### src/hdl/hnfr_pkg.sv
// Shared types, constants and the CRC-16/X.25 byte step for the HDLC NRZI frame receiver.
// No dependencies; compile first.
package hnfr_pkg;

  localparam int COUNT_WIDTH = 12;
  localparam int CFG_INDEX_WIDTH = 2;
  localparam int CFG_DATA_WIDTH = COUNT_WIDTH;

  typedef logic [COUNT_WIDTH-1:0] count_t;

  localparam count_t COUNT_MAX = {COUNT_WIDTH{1'b1}};
  localparam count_t HEADER_BYTES = COUNT_WIDTH'(18);
  localparam count_t MIN_CHECK_BYTES = COUNT_WIDTH'(2);
  localparam count_t MIN_LEN_RESET = COUNT_WIDTH'(18);
  localparam count_t MAX_LEN_RESET = COUNT_WIDTH'(512);

  localparam logic [7:0] FLAG_PATTERN = 8'h7E;
  localparam logic [2:0] STUFF_RUN = 3'd5;
  localparam logic [2:0] RUN_SAT = 3'd7;
  localparam logic [15:0] CRC_POLY_REFL = 16'h8408;
  localparam logic [15:0] CRC_PRESET = 16'hFFFF;

  typedef enum logic [2:0] {
    KIND_DATA     = 3'd0,
    KIND_GOOD     = 3'd1,
    KIND_CRC_ERR  = 3'd2,
    KIND_SHORT    = 3'd3,
    KIND_OVERFLOW = 3'd4
  } kind_t;

  typedef enum logic [CFG_INDEX_WIDTH-1:0] {
    REG_MIN_FRAME_LEN = 2'd0,
    REG_MAX_FRAME_LEN = 2'd1
  } reg_index_t;

  // Reflected CRC-16, one byte, LSB first.
  function automatic logic [15:0] crc_add_byte(input logic [15:0] crc, input logic [7:0] b);
    logic [15:0] c;
    c = crc ^ {8'h00, b};
    for (int i = 0; i < 8; i++) begin
      c = c[0] ? ((c >> 1) ^ CRC_POLY_REFL) : (c >> 1);
    end
    return c;
  endfunction

endpackage

### src/hdl/hnfr_ifs.sv
// Valid/ready channel interfaces: line levels in, result items out.
// Depends on hnfr_pkg.
interface hnfr_line_if;
  logic valid;
  logic ready;
  logic line_level;
  modport source (output valid, output line_level, input ready);
  modport sink (input valid, input line_level, output ready);
endinterface

interface hnfr_result_if;
  logic                 valid;
  logic                 ready;
  hnfr_pkg::kind_t      kind;
  logic [7:0]           data_byte;
  hnfr_pkg::count_t     byte_index;
  hnfr_pkg::count_t     info_length;
  modport source (output valid, output kind, output data_byte, output byte_index,
                  output info_length, input ready);
  modport sink (input valid, input kind, input data_byte, input byte_index,
                input info_length, output ready);
endinterface

### src/hdl/hdlc_nrzi_frame_receiver_core.sv
// HDLC deframer with NRZI decoding, top level.
// Depends on hnfr_pkg and the channel interfaces in hnfr_ifs.sv.

// Each item on line_in is one demodulated line level. The level is NRZI-decoded
// (same level as before means 1), a flag 0x7E is spotted in an eight-bit window,
// stuffed zeros after five ones are dropped and the remaining bits are packed LSB
// first into bytes. Every byte leaves on result_out as a data item with its index
// in the frame; the closing flag gives one verdict: good (with the information
// length, bytes minus 18), CRC error, or too short. A frame that grows past
// max_frame_len gives an overflow item and is abandoned until the next flag.
// The FCS is CRC-16/X.25, low byte first. One line level is taken every clock
// cycle; the decode, destuff and one-byte CRC step sit between the channel and a
// single result register, and the input only stalls while that register holds
// an item the consumer has not yet taken. min_frame_len (index 0) and max_frame_len
// (index 1) are written over the cfg port; the user must write them only while the
// block is idle, a rule the block itself leaves unchecked. Other indexes are ignored.
module hdlc_nrzi_frame_receiver_core (
  input  logic                                   clk,
  input  logic                                   rst,
  input  logic                                   cfg_write,
  input  logic [hnfr_pkg::CFG_INDEX_WIDTH-1:0]   cfg_index,
  input  logic [hnfr_pkg::CFG_DATA_WIDTH-1:0]    cfg_data,
  hnfr_line_if.sink                              line_in,
  hnfr_result_if.source                          result_out
);

  // Configuration registers
  hnfr_pkg::count_t min_frame_len;
  hnfr_pkg::count_t max_frame_len;

  // Receiver state
  logic             prev_level;
  logic [7:0]       flag_window;
  logic [2:0]       ones_run;
  logic [7:0]       byte_accum;
  logic [2:0]       bit_position;
  logic             framing_active;
  hnfr_pkg::count_t frame_byte_count;
  logic [15:0]      running_crc;
  logic [7:0]       fcs_delay [2];

  logic             prev_level_next;
  logic [7:0]       flag_window_next;
  logic [2:0]       ones_run_next;
  logic [7:0]       byte_accum_next;
  logic [2:0]       bit_position_next;
  logic             framing_active_next;
  hnfr_pkg::count_t frame_byte_count_next;
  logic [15:0]      running_crc_next;
  logic [7:0]       fcs_delay_next [2];

  // Result computed for the item on the channel this cycle
  logic             res_load;
  hnfr_pkg::kind_t  res_kind;
  logic [7:0]       res_byte;
  hnfr_pkg::count_t res_index;
  hnfr_pkg::count_t res_info;

  logic             line_bit;
  logic             flag_hit;
  logic [7:0]       accum_with_bit;
  logic [15:0]      fcs_rx;
  logic             accept;

  // Result register: take a new item whenever it is empty or being drained.
  assign line_in.ready = !result_out.valid || result_out.ready;
  assign accept = line_in.valid && line_in.ready;

  always_ff @(posedge clk) begin
    if (rst) begin
      min_frame_len <= hnfr_pkg::MIN_LEN_RESET;
      max_frame_len <= hnfr_pkg::MAX_LEN_RESET;
    end else if (cfg_write) begin
      case (cfg_index)
        hnfr_pkg::REG_MIN_FRAME_LEN: min_frame_len <= cfg_data;
        hnfr_pkg::REG_MAX_FRAME_LEN: max_frame_len <= cfg_data;
        default: ;
      endcase
    end
  end

  always_comb begin
    line_bit = (line_in.line_level == prev_level);
    prev_level_next = line_in.line_level;
    flag_window_next = {line_bit, flag_window[7:1]};
    flag_hit = (flag_window_next == hnfr_pkg::FLAG_PATTERN);

    ones_run_next = ones_run;
    byte_accum_next = byte_accum;
    bit_position_next = bit_position;
    framing_active_next = framing_active;
    frame_byte_count_next = frame_byte_count;
    running_crc_next = running_crc;
    fcs_delay_next[0] = fcs_delay[0];
    fcs_delay_next[1] = fcs_delay[1];

    res_load = 1'b0;
    res_kind = hnfr_pkg::KIND_DATA;
    res_byte = 8'h00;
    res_index = frame_byte_count;
    res_info = '0;

    accum_with_bit = byte_accum;
    accum_with_bit[bit_position] = byte_accum[bit_position] | line_bit;
    fcs_rx = {fcs_delay[1], fcs_delay[0]};

    if (flag_hit) begin
      // Close the running frame with a verdict, unless it holds no byte.
      if (framing_active && (frame_byte_count != '0)) begin
        res_load = 1'b1;
        if ((frame_byte_count < hnfr_pkg::MIN_CHECK_BYTES) ||
            (frame_byte_count < min_frame_len)) begin
          res_kind = hnfr_pkg::KIND_SHORT;
        end else if (~running_crc == fcs_rx) begin
          res_kind = hnfr_pkg::KIND_GOOD;
          res_info = (frame_byte_count >= hnfr_pkg::HEADER_BYTES) ?
                     frame_byte_count - hnfr_pkg::HEADER_BYTES : '0;
        end else begin
          res_kind = hnfr_pkg::KIND_CRC_ERR;
        end
      end
      // Open the next frame.
      framing_active_next = 1'b1;
      frame_byte_count_next = '0;
      running_crc_next = hnfr_pkg::CRC_PRESET;
      fcs_delay_next[0] = 8'h00;
      fcs_delay_next[1] = 8'h00;
      byte_accum_next = 8'h00;
      bit_position_next = 3'd0;
      ones_run_next = 3'd0;
    end else if (framing_active) begin
      if ((ones_run == hnfr_pkg::STUFF_RUN) && !line_bit) begin
        // Drop the stuffed zero.
        ones_run_next = 3'd0;
      end else begin
        if (line_bit) begin
          ones_run_next = (ones_run == hnfr_pkg::RUN_SAT) ? ones_run : ones_run + 3'd1;
        end else begin
          ones_run_next = 3'd0;
        end
        bit_position_next = bit_position + 3'd1;
        if (bit_position == 3'd7) begin
          // Byte complete.
          byte_accum_next = 8'h00;
          res_load = 1'b1;
          if ((frame_byte_count >= max_frame_len) ||
              (frame_byte_count == hnfr_pkg::COUNT_MAX)) begin
            framing_active_next = 1'b0;
            res_kind = hnfr_pkg::KIND_OVERFLOW;
            res_index = (frame_byte_count == hnfr_pkg::COUNT_MAX) ?
                        hnfr_pkg::COUNT_MAX : frame_byte_count + hnfr_pkg::count_t'(1);
          end else begin
            res_kind = hnfr_pkg::KIND_DATA;
            res_byte = accum_with_bit;
            // The two newest bytes wait in the delay line as candidate FCS.
            if (frame_byte_count >= hnfr_pkg::MIN_CHECK_BYTES) begin
              running_crc_next = hnfr_pkg::crc_add_byte(running_crc, fcs_delay[0]);
            end
            fcs_delay_next[0] = fcs_delay[1];
            fcs_delay_next[1] = accum_with_bit;
            frame_byte_count_next = frame_byte_count + hnfr_pkg::count_t'(1);
          end
        end else begin
          byte_accum_next = accum_with_bit;
        end
      end
    end
  end

  always_ff @(posedge clk) begin
    if (rst) begin
      prev_level <= 1'b0;
      flag_window <= 8'h00;
      ones_run <= 3'd0;
      byte_accum <= 8'h00;
      bit_position <= 3'd0;
      framing_active <= 1'b0;
      frame_byte_count <= '0;
      running_crc <= hnfr_pkg::CRC_PRESET;
      fcs_delay[0] <= 8'h00;
      fcs_delay[1] <= 8'h00;
    end else if (accept) begin
      prev_level <= prev_level_next;
      flag_window <= flag_window_next;
      ones_run <= ones_run_next;
      byte_accum <= byte_accum_next;
      bit_position <= bit_position_next;
      framing_active <= framing_active_next;
      frame_byte_count <= frame_byte_count_next;
      running_crc <= running_crc_next;
      fcs_delay[0] <= fcs_delay_next[0];
      fcs_delay[1] <= fcs_delay_next[1];
    end
  end

  // Hold the result until the consumer takes it.
  always_ff @(posedge clk) begin
    if (rst) begin
      result_out.valid <= 1'b0;
    end else if (accept && res_load) begin
      result_out.valid <= 1'b1;
    end else if (result_out.ready) begin
      result_out.valid <= 1'b0;
    end
  end

  always_ff @(posedge clk) begin
    if (accept && res_load) begin
      result_out.kind <= res_kind;
      result_out.data_byte <= res_byte;
      result_out.byte_index <= res_index;
      result_out.info_length <= res_info;
    end
  end

`ifndef NO_ASSERTIONS
  // A flag always leaves a freshly opened, empty frame behind.
  a_flag_opens_frame: assert property (@(posedge clk) disable iff (rst)
    (accept && flag_hit) |=> (framing_active && (frame_byte_count == '0) &&
                              (running_crc == hnfr_pkg::CRC_PRESET)))
    else $error("flag did not open a clean frame");

  // An overflow item abandons the frame.
  a_overflow_abandons: assert property (@(posedge clk) disable iff (rst)
    (accept && res_load && (res_kind == hnfr_pkg::KIND_OVERFLOW)) |=> !framing_active)
    else $error("frame still active after overflow");

  // Each streamed data byte advances the byte count by one.
  a_data_counts: assert property (@(posedge clk) disable iff (rst)
    (accept && res_load && (res_kind == hnfr_pkg::KIND_DATA)) |=>
      (frame_byte_count == $past(frame_byte_count) + hnfr_pkg::count_t'(1)))
    else $error("byte count did not follow streamed byte");
`endif

endmodule

### src/flat_wrapper.sv
// flat-port wrapper written by rule: the top's interface ports become plain ports
module hdlc_nrzi_frame_receiver_core_flat 
  (clk, rst, cfg_write, cfg_index, cfg_data, line_in_valid, line_in_line_level, line_in_ready, result_out_valid, result_out_kind, result_out_data_byte, result_out_byte_index, result_out_info_length, result_out_ready);
  hnfr_line_if line_in_i ();
  hnfr_result_if result_out_i ();
  input  logic clk;
  input  logic rst;
  input  logic cfg_write;
  input  logic [hnfr_pkg::CFG_INDEX_WIDTH-1:0] cfg_index;
  input  logic [hnfr_pkg::CFG_DATA_WIDTH-1:0] cfg_data;
  input wire logic [$bits(line_in_i.valid)-1:0] line_in_valid;
  input wire logic [$bits(line_in_i.line_level)-1:0] line_in_line_level;
  output wire logic [$bits(line_in_i.ready)-1:0] line_in_ready;
  output wire logic [$bits(result_out_i.valid)-1:0] result_out_valid;
  output wire logic [$bits(result_out_i.kind)-1:0] result_out_kind;
  output wire logic [$bits(result_out_i.data_byte)-1:0] result_out_data_byte;
  output wire logic [$bits(result_out_i.byte_index)-1:0] result_out_byte_index;
  output wire logic [$bits(result_out_i.info_length)-1:0] result_out_info_length;
  input wire logic [$bits(result_out_i.ready)-1:0] result_out_ready;
  assign line_in_i.valid = line_in_valid;
  assign line_in_i.line_level = line_in_line_level;
  assign line_in_ready = line_in_i.ready;
  assign result_out_valid = result_out_i.valid;
  assign result_out_kind = result_out_i.kind;
  assign result_out_data_byte = result_out_i.data_byte;
  assign result_out_byte_index = result_out_i.byte_index;
  assign result_out_info_length = result_out_i.info_length;
  assign result_out_i.ready = result_out_ready;
  hdlc_nrzi_frame_receiver_core u_core (.clk(clk), .rst(rst), .cfg_write(cfg_write), .cfg_index(cfg_index), .cfg_data(cfg_data), .line_in(line_in_i), .result_out(result_out_i));
endmodule
### config.mk
export PLATFORM = sky130hd
export DESIGN_NAME = hdlc_nrzi_frame_receiver_core_flat
export DESIGN_NICKNAME = d
export VERILOG_FILES = /design/src/hdl/hnfr_pkg.sv /design/src/hdl/hnfr_ifs.sv /design/src/hdl/hdlc_nrzi_frame_receiver_core.sv /design/src/flat_wrapper.sv
export SDC_FILE = /design/constraint.sdc
export NUM_CORES = 1
export LEC_CHECK = 0
export ABC_CLOCK_PERIOD_IN_PS = 4300
export BUFFER_PORTS_ARGS = -buffer_cell sky130_fd_sc_hd__buf_2
export CELL_PAD_IN_SITES_DETAIL_PLACEMENT = 0
export CELL_PAD_IN_SITES_GLOBAL_PLACEMENT = 1
export CORE_MARGIN = 1.5
export CORE_UTILIZATION = 40
export DETAILED_ROUTE_END_ITERATION = 10
export PLACE_DENSITY_LB_ADDON = 0.05
export SETUP_SLACK_MARGIN = 0.05
export SLEW_MARGIN = 10
export SYNTH_ARGS = -nofsm -noshare
export SYNTH_HDL_FRONTEND = slang
export SYNTH_SLANG_ARGS = --single-unit
export TNS_END_PERCENT = 100
### constraint.sdc
create_clock -name clk -period 4.3 [get_ports clk]
set_input_delay 0.86 -clock clk [delete_from_list [all_inputs] [get_ports clk]]
set_output_delay 0.86 -clock clk [all_outputs]
set_load 0.005 [all_outputs]
==> flow_results.org <==
** Floorplanning
- Vert. Die Dim :: 130 um
- Placeable core region :: 0.0159 mm2
- The floorplan step set the die width to 130 um.
- Top-Level Pins :: 57
- The floorplan step defined a die boundary enclosing 0.0170 mm2.
- For this configuration, the core starts out at a cell density of 0.409.
- After floorplanning, the core was divided into 46 placement rows.

** Critical path
- Count of buffer and inverter cells on the critical path :: 1
- Crit path required time :: 4.35 ns
- Startpoint class of the critical path :: flip-flop
- Of all nets on the critical path, the largest fanout is 20.
- Counting stages on the worst path, the most repeated cell is sky130_fd_sc_hd__ha_1.
- Master of the slowest instance on the critical path :: sky130_fd_sc_hd__dfxtp_1
- Sort of element at the end of the critical path :: flip-flop
- Critical setup path kind :: reg -> reg
- The largest single stage delay on the critical path is 0.77 ns.
- Data arrival time of the worst path :: 3.22 ns
- Top Family by Delay on Critical Path :: flip-flops
- Critical-path cell list :: ha_1 > ha_1 > o21ai_2 > or4_1 > a21o_4 > and2_4 > inv_1

** Power and ir drop
- Power density cells :: 377 mW/mm2
- Sequential Power Share :: 0.447
- Maximum vdd drop :: 0.268 mV
- Clock share of power :: 0.508
- The analysis attributes to cell leakage a power of 3.04 nW.
- The design draws 2.84 mW.
- Relative contribution of combinational cells to total power :: 0.045
- Internal power :: 2.21 mW
- Net switching share of the total power :: 0.221
- Switching power total :: 628 uW

** Run status
- The flow ran to the end, and the final reports show no timing, DRC or antenna violations.

** STA
- Maximum clock frequency :: 0.315 GHz
- Final hold violation count :: 0
- Unrepaired setup endpoints after global routing :: false
- The clock arrives with 0.0100 ns of skew.
- Summed over all failing endpoints, the final setup total negative slack is 0 ns.
- Slew at the pin closest to its max-slew limit :: 0.814 ns
- Setup violations remaining at the end of the flow were counted as 0.
- Rel. slew slack :: 0.455
- Of the available clock period, the critical path in the final layout requires 0.738.
- Pins over their slew limit :: 0
- The worst path in the final design needs a cycle of 3.17 ns, including I/O delays and setup.

** Clock tree
- TritonCTS clock tree :: done
- The tree built by TritonCTS fans out to 127 sinks.
- Root buffer selected by CTS :: sky130_fd_sc_hd__clkbuf_16
- After clock tree synthesis, the clock-pin slew on the worst setup and hold paths is 0.06 ns.
- After clock tree synthesis, the repair step resized 0 gates.
- Buffers added to address setup during post-CTS repair amount to 0.
- H-tree depth :: 4
- The longest clock path from root to sink contains 2 buffers.
- In this run, post-CTS hold repair placed 0 buffers.
- Clock tree synthesis inserted a total of 17 buffers.
- For the worst-skew pair, the clock arrives at the later sink with an insertion delay of 0.41 ns.

** Synth
- Cell types with the largest area share after synthesis :: sky130_fd_sc_hd__edfxtp_1, sky130_fd_sc_hd__dfxtp_1, sky130_fd_sc_hd__ha_1, sky130_fd_sc_hd__nand2_1, sky130_fd_sc_hd__xnor2_1
- Area share of the leading cell type in the synthesized netlist :: 0.236
- Number of synthesized register bits :: 127
- The synthesized netlist occupies a cell area of 0.00650 mm2.
- For this run, the leading register cell type out of synthesis is sky130_fd_sc_hd__dfxtp_1.
- Number of distinct library cells after synthesis :: 63
- The synthesized design contains 51 enable-type register cells.
- Synthesis handed over a netlist of 688 instances.
- Post-Synthesis Mean Instance Area :: 9.44 um2
- Portion of the post-synthesis area used by sequential elements :: 0.470
- Yosys printed 0 warnings.
- The biggest area contributor in the post-synthesis netlist is sky130_fd_sc_hd__edfxtp_1.
- In the synthesized netlist the async set-or-reset flop fraction comes to 0.
- Post-Synthesis Net Count :: 742

** Place
- Number of cells after detailed placement :: 930
- Final estimated routing congestion in global placement :: 0.813
- In this run the cell area measured after placement is 0.00695 mm2.
- Once detailed placement completed, the half-perimeter wirelength came to 11000 um.
- Input/output buffers :: 56

** Route
- Detailed-route DRC error count :: 0
- After detailed routing, the average wire length per cell comes to 16.0 um.
- For this run, the detailed router's first-pass iteration total came to 4.
- Antenna viol nets, final :: 0
- The final layout contains routed wiring with a total length of 15400 um.
- Via density per instance :: 5.16
- Number of design-rule violations left by the first detailed-router iteration :: 263
- Overall via count from detail_route :: 4963

** Run
- Max capacitance violation total :: 0

** Final layout
- The finished cells cover 0.00755 mm2.
- FILL cells :: 1526
- Core utilization of the finished layout :: 0.475
- For this run, the number of standard cells in the final layout without fillers is 962.
- Net count reported at finish :: 787
- 0 antenna diodes ended up in the layout.
- Fraction of final layout cells sized beyond drive strength 1 :: 0.146
- The area growth from synthesis to layout is 16.2%.

** Global routing
- Maximum number of pins on one net before global-route repair :: 42
- Global-route wire length before repair :: 24700 um
- Number of global-route vias before repair :: 4779
- Across every metal layer, demand over resource in global routing totals 0.189.
- Initial antenna violation count :: 0
- After global routing the overflow that remains totals 0.

** Min path
- Worst hold-check path type :: reg -> reg
tightest hold or removal path: stages, from the launching register on:
cell and delay [ns]:
sky130_fd_sc_hd__dfxtp_1 0.30, sky130_fd_sc_hd__nand2_1 0.05, sky130_fd_sc_hd__a21oi_1 0.05
final cells by class:
class | instances | area [um2] | share of cell area
Multi-Input combinational cell | 495 | 3180 | 0.422
Sequential cell | 127 | 3050 | 0.404
Clock buffer | 17 | 425 | 0.0564
Timing Repair Buffer | 61 | 330 | 0.0438
Tap cell | 216 | 270 | 0.0358
Clock inverter | 15 | 169 | 0.0224
Inverter | 31 | 116 | 0.0154
stage by stage:
| stage | hold WS [ns] | worst slack, ns |
|---|---|---|
| after floorplan | 0.436 | 0.123 |
| after global placement | 0.445 | 0.958 |
| after detailed placement | 0.449 | 0.885 |
| after CTS | 0.457 | 1.11 |
| after global routing | 0.477 | 0.949 |
| final | 0.453 | 1.13 |
final timing paths:
path / from / to / slack (ns) / depth (start not counted)
setup / recovery: u_core.bit_position[0]$_SDFFE_PP0P_ / u_core.fcs_delay[0][5]$_SDFFCE_PP0P_ / 1.13 / 7
hold / removal: u_core.max_frame_len[4]$_SDFFE_PP0P_ / u_core.max_frame_len[4]$_SDFFE_PP0P_ / 0.45 / 2
setup reg to reg: u_core.bit_position[0]$_SDFFE_PP0P_ / u_core.fcs_delay[0][5]$_SDFFCE_PP0P_ / 1.13 / 7
hold reg to reg: u_core.max_frame_len[4]$_SDFFE_PP0P_ / u_core.max_frame_len[4]$_SDFFE_PP0P_ / 0.45 / 2
power by group through the flow:
stage / clock network [mW] / logic (mW) / registers (mW)
after global placement: 0 / 0.125 / 1.30
after detailed placement: 0 / 0.128 / 1.30
after floorplan: 0 / 0.0910 / 1.29
final: 1.44 / 0.127 / 1.27
after global routing: 1.53 / 0.142 / 1.27
after CTS: 1.48 / 0.128 / 1.27
logic make-up after synthesis:
family,Yosys count,share of synthesized area
mux,12,0.0210
compound gates,136,0.148
xor+xnor,43,0.0609
simple gates,270,0.193
fa+ha+maj,34,0.0655
buf+inv,66,0.0416
flops,127,0.470
registers in the layout (all words and copies together), names as in the netlist, 12 cells and up:
register	flops
u_core.fcs_delay	16
u_core.running_crc	16
u_core.frame_byte_count	12
u_core.max_frame_len	12
u_core.min_frame_len	12
u_core.result_out.byte_index	12
u_core.result_out.info_length	12
routing by layer:
layer  wire length, um  vias to the layer above  GRT usage
li1                  -                     2543          -
met1              7690                     2325      0.262
met2              7030                       87      0.301
met3               554                        8     0.0391
met4               104                        0     0.0549
met5                 0                        -          0
placed cells by master (no fill, tap or decap), drive strengths merged, types with 4 or more instances in the layout:
cell type   n
nand2      99
dfxtp      76
nor2       69
buf        61
edfxtp     51
a21oi      46
ha         34
inv        32
xnor2      31
nand3      26
o21ai      19
nor3       18
clkbuf     17
a2bb2oi    16
and2       13
xor2       12
nor4       10
mux2i       8
a21o        8
nand2b      7
a221o       7
o22a        6
clkinv      6
nand4       5
clkinvlp    5
a211oi      5
o211ai      4
or4         4
or3         4
cells in the mapped netlist (4+ instances only):
cell type,instances
sky130_fd_sc_hd__a2bb2oi_1,16
sky130_fd_sc_hd__xnor2_1,30
sky130_fd_sc_hd__dfxtp_1,76
sky130_fd_sc_hd__o21ai_0,18
sky130_fd_sc_hd__a211oi_1,4
sky130_fd_sc_hd__ha_1,34
sky130_fd_sc_hd__nand2b_1,7
sky130_fd_sc_hd__mux2i_1,8
sky130_fd_sc_hd__nor2_1,69
sky130_fd_sc_hd__nand4_1,5
sky130_fd_sc_hd__o211ai_1,4
sky130_fd_sc_hd__inv_1,31
sky130_fd_sc_hd__or3_1,4
sky130_fd_sc_hd__a221o_1,7
sky130_fd_sc_hd__edfxtp_1,51
sky130_fd_sc_hd__and2_1,12
sky130_fd_sc_hd__or4_1,4
sky130_fd_sc_hd__nand2_1,99
sky130_fd_sc_hd__clkbuf_1,26
sky130_fd_sc_hd__a21o_1,7
sky130_fd_sc_hd__nor3_1,17
sky130_fd_sc_hd__o22a_1,6
sky130_fd_sc_hd__a21oi_1,46
sky130_fd_sc_hd__xor2_1,12
sky130_fd_sc_hd__nor4_1,10
sky130_fd_sc_hd__nand3_1,26
(Power assumes the default switching activity.)
